$ cat src/rtl/hagc_pkg.sv
`timescale 1ns / 1ps
// ----------------------------------------------------------------------------
// hagc_pkg: shared types and constants for the hang AGC gain tracker
// Reset values, register indexes, sequencer states and the modes of the
// shared shift-subtract unit.
// ----------------------------------------------------------------------------
package hagc_pkg;

  localparam int POWER_W   = 40;
  localparam int AMP_W     = 20;
  localparam int GAIN_W    = 32;
  localparam int HEAD_W    = 16;
  localparam int RATIO_W   = 32;
  localparam int CFG_W     = 32;
  localparam int CFG_IDX_W = 2;
  localparam int REM_W     = 24;
  localparam int CNT_W     = 5;

  localparam int HANG_WIDTH_DEF = 16;

  localparam int SQRT_STEPS = 20;
  localparam int DIV_STEPS  = 32;

  localparam logic [GAIN_W-1:0]  GAIN_RESET        = 32'd207243031;
  localparam logic [HEAD_W-1:0]  HEADROOM_RESET    = 16'd20724;
  localparam logic [15:0]        HANG_BLOCKS_RESET = 16'd55;
  localparam logic [RATIO_W-1:0] RATIO_RESET       = 32'd1088677572;

  localparam logic [CFG_IDX_W-1:0] REG_HEADROOM    = 2'd0;
  localparam logic [CFG_IDX_W-1:0] REG_HANG_BLOCKS = 2'd1;
  localparam logic [CFG_IDX_W-1:0] REG_RATIO       = 2'd2;

  typedef enum logic {
    MODE_SQRT,
    MODE_DIV
  } iter_mode_t;

  typedef struct packed {
    logic       start;
    iter_mode_t mode;
  } iter_ctl_t;

  typedef struct packed {
    logic busy;
    logic done;
  } iter_sts_t;

  typedef enum logic [2:0] {
    ST_IDLE,
    ST_SQRT,
    ST_LEVEL,
    ST_DECIDE,
    ST_DIV,
    ST_RECOV,
    ST_OUT
  } state_t;

endpackage

$ cat src/rtl/hagc_mul.sv
`timescale 1ns / 1ps
// ----------------------------------------------------------------------------
// hagc_mul: registered 32 x 32 multiplier
// Shared between the peak test and the recovery step; the product is
// registered and appears in the cycle after its operands.
// ----------------------------------------------------------------------------
module hagc_mul (
  input  logic                          clk,
  input  logic [hagc_pkg::GAIN_W-1:0]   a,
  input  logic [hagc_pkg::RATIO_W-1:0]  b,
  output logic [hagc_pkg::GAIN_W+hagc_pkg::RATIO_W-1:0] prod
);

  always_ff @(posedge clk) begin
    prod <= a * b;
  end

endmodule

$ cat src/rtl/hagc_iter.sv
`timescale 1ns / 1ps
// ----------------------------------------------------------------------------
// hagc_iter: shared shift-subtract unit
// Restoring square root, two radicand bits a step, or restoring division,
// one dividend bit a step. One result bit per cycle.
// ----------------------------------------------------------------------------
module hagc_iter (
  input  logic                          clk,
  input  logic                          rst,
  input  hagc_pkg::iter_ctl_t           ctl,
  input  logic [hagc_pkg::POWER_W-1:0]  operand,  // radicand, or dividend in top bits
  input  logic [hagc_pkg::AMP_W-1:0]    divisor,
  output hagc_pkg::iter_sts_t           sts,
  output logic [hagc_pkg::GAIN_W-1:0]   result
);

  localparam int P_W = hagc_pkg::POWER_W;
  localparam int R_W = hagc_pkg::REM_W;

  logic [P_W-1:0]              src;
  logic [R_W-1:0]              rem;
  logic [hagc_pkg::GAIN_W-1:0] acc;
  logic [hagc_pkg::AMP_W-1:0]  dvs;
  logic [hagc_pkg::CNT_W-1:0]  count;
  hagc_pkg::iter_mode_t        mode;
  logic                        busy;
  logic                        done;

  logic [R_W-1:0] rem_sh;
  logic [R_W-1:0] trial;
  logic [R_W:0]   diff;
  logic [P_W-1:0] src_next;

  always_comb begin
    unique case (mode)
      hagc_pkg::MODE_SQRT: begin
        rem_sh   = {rem[R_W-3:0], src[P_W-1 -: 2]};
        trial    = {2'b00, acc[hagc_pkg::AMP_W-1:0], 2'b01};
        src_next = {src[P_W-3:0], 2'b00};
      end
      hagc_pkg::MODE_DIV: begin
        rem_sh   = {rem[R_W-2:0], src[P_W-1]};
        trial    = {{(R_W-hagc_pkg::AMP_W){1'b0}}, dvs};
        src_next = {src[P_W-2:0], 1'b0};
      end
      default: begin
        rem_sh   = rem;
        trial    = '0;
        src_next = src;
      end
    endcase
    diff = {1'b0, rem_sh} - {1'b0, trial};
  end

  always_ff @(posedge clk) begin
    if (rst) begin
      busy <= 1'b0;
      done <= 1'b0;
    end else begin
      done <= 1'b0;
      if (ctl.start) begin
        busy <= 1'b1;
      end else if (busy && count == '0) begin
        busy <= 1'b0;
        done <= 1'b1;
      end
    end
  end

  always_ff @(posedge clk) begin
    if (ctl.start) begin
      src  <= operand;
      rem  <= '0;
      acc  <= '0;
      dvs  <= divisor;
      mode <= ctl.mode;
      count <= (ctl.mode == hagc_pkg::MODE_SQRT) ?
               hagc_pkg::CNT_W'(hagc_pkg::SQRT_STEPS - 1) :
               hagc_pkg::CNT_W'(hagc_pkg::DIV_STEPS - 1);
    end else if (busy) begin
      src <= src_next;
      if (!diff[R_W]) begin
        rem <= diff[R_W-1:0];
        acc <= {acc[hagc_pkg::GAIN_W-2:0], 1'b1};
      end else begin
        rem <= rem_sh;
        acc <= {acc[hagc_pkg::GAIN_W-2:0], 1'b0};
      end
      count <= count - 1'b1;
    end
  end

  assign sts.busy = busy;
  assign sts.done = done;
  assign result   = acc;

endmodule

$ cat src/rtl/hang_agc_gain_tracker.sv
`timescale 1ns / 1ps
// ----------------------------------------------------------------------------
// hang_agc_gain_tracker: block-rate AGC with hang
// Channel  Direction  Payload
// s_*      in         tdata[39:0] block_power
// m_*      out        tdata[31:0] gain, tuser[0] hanging, tuser[1] peak_cut
// cfg_*    in         cfg_index selects headroom, hang_blocks, recovery_ratio
//
// Every item runs the square root (20 steps) and the peak-test multiply;
// recovery adds a ratio multiply, a cut adds the division (32 steps). The
// next transaction can follow in the cycle after the result is loaded.
// Reset is synchronous; no clearing pass. A result waiting in the output
// register does not stop the next transaction; a finished item holds in
// ST_OUT, with s_tready low, until that register is free.
// ----------------------------------------------------------------------------
module hang_agc_gain_tracker #(
  parameter int HANG_WIDTH = hagc_pkg::HANG_WIDTH_DEF
) (
  input  logic                            clk,
  input  logic                            rst,
  input  logic                            s_tvalid,
  output logic                            s_tready,
  input  logic [hagc_pkg::POWER_W-1:0]    s_tdata,   // [39:0] block_power
  output logic                            m_tvalid,
  input  logic                            m_tready,
  output logic [hagc_pkg::GAIN_W-1:0]     m_tdata,   // [31:0] gain
  output logic [1:0]                      m_tuser,   // [0] hanging, [1] peak_cut
  input  logic                            cfg_we,
  input  logic [hagc_pkg::CFG_IDX_W-1:0]  cfg_index,
  input  logic [hagc_pkg::CFG_W-1:0]      cfg_data
);

  localparam int PROD_W = hagc_pkg::GAIN_W + hagc_pkg::RATIO_W;

  hagc_pkg::state_t state, state_next;

  logic [hagc_pkg::HEAD_W-1:0]  headroom;
  logic [15:0]                  hang_blocks;
  logic [hagc_pkg::RATIO_W-1:0] recovery_ratio;
  logic [hagc_pkg::GAIN_W-1:0]  gain_value;
  logic [HANG_WIDTH-1:0]        hang_left;
  logic [hagc_pkg::AMP_W-1:0]   amp;
  logic                         hanging;
  logic                         cut;

  hagc_pkg::iter_ctl_t          iter_ctl;
  hagc_pkg::iter_sts_t          iter_sts;
  logic [hagc_pkg::POWER_W-1:0] iter_operand;
  logic [hagc_pkg::GAIN_W-1:0]  iter_result;

  logic [hagc_pkg::RATIO_W-1:0] mul_b;
  logic [PROD_W-1:0]            prod;

  logic [hagc_pkg::GAIN_W-1:0]  limit;
  logic                         over;
  logic [PROD_W-31:0]           grown;
  logic                         s_hs;

  assign s_hs     = s_tvalid && s_tready;
  assign s_tready = (state == hagc_pkg::ST_IDLE);
  assign limit    = {headroom, 16'h0000};
  assign over     = prod > {{(PROD_W-hagc_pkg::GAIN_W){1'b0}}, limit};
  assign grown    = prod[PROD_W-1:30];

  // Next state
  always_comb begin
    state_next = state;
    unique case (state)
      hagc_pkg::ST_IDLE:   if (s_hs) state_next = hagc_pkg::ST_SQRT;
      hagc_pkg::ST_SQRT:   if (iter_sts.done) state_next = hagc_pkg::ST_LEVEL;
      hagc_pkg::ST_LEVEL:  state_next = hagc_pkg::ST_DECIDE;
      hagc_pkg::ST_DECIDE: begin
        priority if (over)          state_next = hagc_pkg::ST_DIV;
        else if (hang_left != '0)   state_next = hagc_pkg::ST_OUT;
        else                        state_next = hagc_pkg::ST_RECOV;
      end
      hagc_pkg::ST_DIV:    if (iter_sts.done) state_next = hagc_pkg::ST_OUT;
      hagc_pkg::ST_RECOV:  state_next = hagc_pkg::ST_OUT;
      hagc_pkg::ST_OUT:    if (!m_tvalid || m_tready) state_next = hagc_pkg::ST_IDLE;
      default:             state_next = hagc_pkg::ST_IDLE;
    endcase
  end

  // Sequencer outputs: unit start, mode and operand, and multiplier operand
  always_comb begin
    iter_ctl.start = 1'b0;
    iter_ctl.mode  = hagc_pkg::MODE_SQRT;
    iter_operand   = s_tdata;
    mul_b          = {{(hagc_pkg::RATIO_W-hagc_pkg::AMP_W){1'b0}}, amp};
    unique case (state)
      hagc_pkg::ST_IDLE: iter_ctl.start = s_hs;
      hagc_pkg::ST_DECIDE: begin
        iter_ctl.start = over;
        iter_ctl.mode  = hagc_pkg::MODE_DIV;
        iter_operand   = {limit, 8'h00};
        mul_b          = recovery_ratio;
      end
      default: ;
    endcase
  end

  always_ff @(posedge clk) begin
    if (rst) state <= hagc_pkg::ST_IDLE;
    else     state <= state_next;
  end

  always_ff @(posedge clk) begin
    if (rst) begin
      headroom       <= hagc_pkg::HEADROOM_RESET;
      hang_blocks    <= hagc_pkg::HANG_BLOCKS_RESET;
      recovery_ratio <= hagc_pkg::RATIO_RESET;
    end else if (cfg_we) begin
      unique case (cfg_index)
        hagc_pkg::REG_HEADROOM:    headroom       <= cfg_data[hagc_pkg::HEAD_W-1:0];
        hagc_pkg::REG_HANG_BLOCKS: hang_blocks    <= cfg_data[15:0];
        hagc_pkg::REG_RATIO:       recovery_ratio <= cfg_data;
        default: ;
      endcase
    end
  end

  always_ff @(posedge clk) begin
    if (rst) begin
      gain_value <= hagc_pkg::GAIN_RESET;
      hang_left  <= '0;
      hanging    <= 1'b0;
      cut        <= 1'b0;
    end else begin
      unique case (state)
        hagc_pkg::ST_DECIDE: begin
          hanging <= 1'b0;
          cut     <= 1'b0;
          priority if (over) begin
            cut       <= 1'b1;
            hang_left <= HANG_WIDTH'(hang_blocks);
          end else if (hang_left != '0) begin
            hanging   <= 1'b1;
            hang_left <= hang_left - 1'b1;
          end
        end
        hagc_pkg::ST_DIV: if (iter_sts.done) gain_value <= iter_result;
        // saturate the Q16.16 gain at the top of its range
        hagc_pkg::ST_RECOV: begin
          if (grown[PROD_W-31:hagc_pkg::GAIN_W] != '0) gain_value <= '1;
          else gain_value <= grown[hagc_pkg::GAIN_W-1:0];
        end
        default: ;
      endcase
    end
  end

  always_ff @(posedge clk) begin
    if (state == hagc_pkg::ST_SQRT && iter_sts.done) amp <= iter_result[hagc_pkg::AMP_W-1:0];
  end

  always_ff @(posedge clk) begin
    if (rst) begin
      m_tvalid <= 1'b0;
    end else if (state == hagc_pkg::ST_OUT && (!m_tvalid || m_tready)) begin
      m_tvalid <= 1'b1;
    end else if (m_tready) begin
      m_tvalid <= 1'b0;
    end
  end

  always_ff @(posedge clk) begin
    if (state == hagc_pkg::ST_OUT && (!m_tvalid || m_tready)) begin
      m_tdata <= gain_value;
      m_tuser <= {cut, hanging};
    end
  end

  hagc_iter u_iter (
    .clk     (clk),
    .rst     (rst),
    .ctl     (iter_ctl),
    .operand (iter_operand),
    .divisor (amp),
    .sts     (iter_sts),
    .result  (iter_result)
  );

  hagc_mul u_mul (
    .clk  (clk),
    .a    (gain_value),
    .b    (mul_b),
    .prod (prod)
  );

`ifndef SYNTHESIS
  a_flags_exclusive: assert property (@(posedge clk) disable iff (rst)
    m_tvalid |-> !(m_tuser[0] && m_tuser[1]))
    else $error("hanging and peak_cut both set");

  a_busy_after_accept: assert property (@(posedge clk) disable iff (rst)
    s_hs |=> !s_tready)
    else $error("ready straight after a transaction");

  a_div_only_on_cut: assert property (@(posedge clk) disable iff (rst)
    (state == hagc_pkg::ST_DIV) |-> cut)
    else $error("division running without a cut");

  a_done_in_wait: assert property (@(posedge clk) disable iff (rst)
    iter_sts.done |-> (state == hagc_pkg::ST_SQRT || state == hagc_pkg::ST_DIV))
    else $error("unit finished outside a wait state");

  a_start_idle_unit: assert property (@(posedge clk) disable iff (rst)
    iter_ctl.start |-> !iter_sts.busy)
    else $error("unit started while busy");
`endif

endmodule

$ cat config.mk
export PLATFORM = sky130hd
export DESIGN_NAME = hang_agc_gain_tracker
export DESIGN_NICKNAME = d
export VERILOG_FILES = /design/src/rtl/hagc_pkg.sv /design/src/rtl/hagc_mul.sv /design/src/rtl/hagc_iter.sv /design/src/rtl/hang_agc_gain_tracker.sv
export SDC_FILE = /design/constraint.sdc
export NUM_CORES = 2
export LEC_CHECK = 0
export ABC_AREA = 1
export CAP_MARGIN = 30
export CELL_PAD_IN_SITES_DETAIL_PLACEMENT = 0
export CELL_PAD_IN_SITES_GLOBAL_PLACEMENT = 1
export CORE_MARGIN = 10
export CORE_UTILIZATION = 35
export CTS_CLUSTER_DIAMETER = 200
export DETAILED_ROUTE_END_ITERATION = 10
export DONT_BUFFER_PORTS = 1
export PLACE_DENSITY = 0.71
export RECOVER_POWER = 25
export SLEW_MARGIN = 25
export SYNTH_ARGS = -nofsm -noshare
export SYNTH_HDL_FRONTEND = slang
export SYNTH_SLANG_ARGS = --single-unit
$ cat constraint.sdc
create_clock -name clk -period 6.5 [get_ports clk]
set_input_delay 0.325 -clock clk [delete_from_list [all_inputs] [get_ports clk]]
set_output_delay 0.325 -clock clk [all_outputs]
set_load 0.01 [all_outputs]
==> impl_metrics.yaml <==
outcome:
  status: "complete, but fails checks"
  violations: "capacitance limit, slew limit, setup timing"
synthesis:
  syn_area_per_cell_um2: 8.17
  syn-cell-area_mm2: 0.0491
  yosysWarnings: 0
  synth_top_cell_area_share_pct: 36.6
  synth_edf_count: 120
  syn_nets: 7289
  synth_ff_type: "dfxtp_1"
  synthCells: 6010
  async_reset_ff_share_pct: 0
  synth_cell_types: 48
  yosysSeqAreaShare_pct: 17.1
  synth-seq-cells: 359
  synth.largest_area_cell: "fa_1"
  synth.area.top_cells: "fa_1, dfxtp_1, inv_1"
clocking:
  cts_buffers: 43
  cts_sinks: 359
  clk_latency_ns: 0.62
  cts_tree: "built"
  root_buffer: "clkbuf_16"
  clkSlewWorstSetupHoldPaths_ns: 0.07
  clockBufferDepth: 3
  htree_levels: 2
worst_setup_path:
  path_class: "reg -> reg"
  rr_endpoint: "u_mul.prod[59]"
  cp_max_fo: 8
  required_ns: 6.99
  worstPathArrival_ns: 8.01
  crit_path_end_kind: "flop"
  worstRegToRegCells: 25
  r2r_slack_ns: -1.02
  r2r-start: "gain_value[11]"
  cp-start-kind: "flop"
drt:
  drc_errors: 0
  vias: 42600
  ant_nets: 0
  first_iter_violations: 3287
  wl_per_cell_um: 22.1
  routed_via_density: 4.99
  drtPass1Iterations: 6
  wirelength_mm: 189
final_layout:
  area_growth_pct: 28.4
  final_nets: 7902
  fill_cells: 13700
  drive_gt1_share_pct: 22.2
floorplan:
  die_w_um: 395
  ios: 115
  fp.dieH_um: 395
  coreArea_mm2: 0.140
  dieArea_mm2: 0.156
  start_util_pct: 35.2
  rows: 137
grt:
  grt_pass1_wl_mm: 279
  grt_max_degree: 82
  grt-ovfl-total: 0
  grt_use_total_pct: 23.7
  grt_pass1_vias: 43800
  antenna_found_initial: 8
sta:
  hold_viol_final: 0
  max_slew_margin_pct: -92.1
  timing.fmax_ghz: 0.133
  period_minus_slack_ns: 7.52
  fin_crit_sh_pct: 116
  slew_violations: 158
  holdWs_ns: 0.0443
  setup_viol: 52
  skew_ns: 0.0440
  tightestPinTransition_ns: 2.88
  worst_slack_ns: -1.02
  rsz0062_at_grt: "yes"
min_path:
  hp-class: "in -> reg"
  hold_start: "m_tready"
  hold_path_end: "state[1]"
  hold_depth: 3
placement:
  portBuffers: 0
  dpl.hpwl_mm: 155
  gp_congestion: 0.977
power:
  p_leak_nw: 29.9
  finalPower_mw: 29.4
  powerDensity_mw_per_mm2: 466
  ir_worst_vdd_mv: 0.702
job:
  max_cap_viol_count: 4
sequential cells by signal (all words and copies together) (netlist names), 2 cells and up:
register        flops
u_iter.src         40
u_iter.result      32
m_tdata            32
u_iter.rem         23
u_iter.dvs         20
hang_blocks        16
hang_left          16
u_iter.count        5
m_tuser             2
headroom           16
recovery_ratio     32
amp                20
gain_value         32
state               3
u_mul.prod         64
logic make-up after synthesis:
group	share of synthesized area, %
xor+xnor	1.25
flops	17.1
fa+ha+maj	44.3
simple gates	18.6
mux	0.0204
buf+inv	11.9
compound gates	6.93
routing by layer:
| layer | up-vias | share of wire (%) | wire (um) | global-route usage, % |
|---|---|---|---|---|
| met2 | 1517 | 46 | 87100 | 38.2 |
| met4 | 4 | 4.5 | 8400 | 8.49 |
| met5 | - | 0.016 | 31 | 0 |
| li1 | 19300 | - | - | - |
| met3 | 338 | 7.7 | 14600 | 4.20 |
| met1 | 21500 | 42 | 78600 | 31.7 |
critical path: stages (launching register included):
cell      delay (ns)
dfxtp_1         0.55
clkbuf_1        0.97
nand2_1         0.19
fa_1            0.44
inv_1           0.08
fa_1            0.43
fa_1            0.54
inv_2           0.04
fa_1            0.48
inv_1           0.06
fa_1            0.48
fa_1            0.56
fa_1            0.46
fa_1            0.52
ha_4            0.35
nand2_2         0.12
nor2_4          0.16
inv_1           0.08
nor2_1          0.09
inv_1           0.07
nor4_2          0.21
nand2_1         0.15
nand2_4         0.12
nand3_4         0.08
nand3_1         0.09
nand2_1         0.05
power breakdown:
group	switching (mW)	internal, mW
sequential	0.322	3.07
combinational	13.4	9.90
clock	1.14	1.56
total	14.9	14.5
worst max-delay path by stage:
stage | start | depth (start not counted) | slack, ns | to
2_1_floorplan | state[1] | 33 | -0.33 | u_mul.prod[57]
3_3_place_gp | state[1] | 31 | -1.34 | u_mul.prod[50]
3_5_place_dp | state[1] | 28 | -1.39 | u_mul.prod[50]
4_1_cts | state[0] | 31 | -0.92 | u_mul.prod[50]
5_1_grt | state[1] | 33 | -1.21 | u_mul.prod[59]
6_report | gain_value[11] | 25 | -1.02 | u_mul.prod[59]
area by class of cell:
cell class | instances | area (um^2) | area share (%)
Tap cell | 1876 | 2350 | 3.72
Sequential cell | 359 | 8390 | 13.3
Timing Repair Buffer | 816 | 7910 | 12.5
Multi-Input combinational cell | 4154 | 38000 | 60.4
Clock inverter | 29 | 370 | 0.588
Clock buffer | 51 | 1180 | 1.87
Inverter | 1249 | 4780 | 7.58
Antenna cell | 8 | 20.0 | 0.0318
metrics by stage:
step / worst slack [ns] / instance area, um^2 / TNS (ns) / cells / utilization, %
3_3_place_gp: -1.34 / 56700 / -53.39 / 8280 / 40.7
6_report: -1.02 / 63000 / -40.23 / 8542 / 45.2
2_1_floorplan: -0.329 / 49700 / -8.42 / 6010 / -
4_1_cts: -0.921 / 61000 / -37.12 / 8480 / 43.7
3_5_place_dp: -1.39 / 56700 / -55.13 / 8280 / 40.7
5_1_grt: -1.21 / 63000 / -50.26 / 8534 / 45.2
synthesized netlist by cell type, types with 12 or more instances:
cell	n
o211ai_1	51
nand3_1	140
o21ai_0	262
dfxtp_1	239
buf_6	12
o21bai_1	12
edfxtp_1	120
xnor2_1	15
nor3_1	29
nor2_1	838
or2_2	36
nand4_1	29
xor2_1	55
inv_2	23
a31oi_1	21
clkinv_1	18
nand2_1	1168
fa_1	897
clkbuf_1	156
inv_1	1207
ha_1	303
a21oi_1	188
o21ai_2	34
buf_2	64
placed cells by master, fill, tap and decap left out, types with 14 or more instances in the layout:
| cell | netlist | layout |
|---|---|---|
| buf_12 | 0 | 107 |
| xnor2_1 | 15 | 14 |
| inv_1 | 1207 | 1123 |
| inv_2 | 23 | 88 |
| xor2_1 | 55 | 43 |
| nand2_1 | 1168 | 1088 |
| nand3_1 | 140 | 115 |
| dfxtp_1 | 239 | 237 |
| or2_2 | 36 | 33 |
| o21ai_4 | 3 | 28 |
| ha_1 | 303 | 244 |
| fa_2 | 0 | 66 |
| nor2_1 | 838 | 718 |
| nand2_4 | 2 | 35 |
| o211ai_1 | 51 | 51 |
| fa_1 | 897 | 831 |
| nor3_1 | 29 | 22 |
| nand3_2 | 3 | 25 |
| o21ai_0 | 262 | 218 |
| clkbuf_1 | 156 | 38 |
| nor2_4 | 5 | 69 |
| o21ai_1 | 10 | 26 |
| nand4_1 | 29 | 29 |
| clkinv_1 | 18 | 16 |
| a21oi_4 | 0 | 26 |
| dlygate4sd3_1 | 0 | 72 |
| inv_4 | 1 | 16 |
| a21oi_1 | 188 | 130 |
| a21oi_2 | 0 | 32 |
| buf_6 | 12 | 73 |
| buf_4 | 8 | 510 |
| o21ai_2 | 34 | 37 |
| nand2_2 | 3 | 48 |
| a31oi_1 | 21 | 15 |
| ha_4 | 0 | 58 |
| edfxtp_1 | 120 | 120 |
| nor2_2 | 5 | 61 |
| clkbuf_16 | 0 | 45 |
timing repair:
| action | 4_1_cts | 5_1_grt |
|---|---|---|
| endpoints found under the setup margin | 54 | 54 |
| setup buffers | 46 | 58 |
| resized for setup | 406 | 425 |
| hold buffers | 73 | 0 |
| gates cloned | 2 | 1 |
| pin swaps | 66 | 211 |
| endpoints found under the hold margin | 124 | 0 |
No activity file was read; power rests on OpenSTA's default activity.
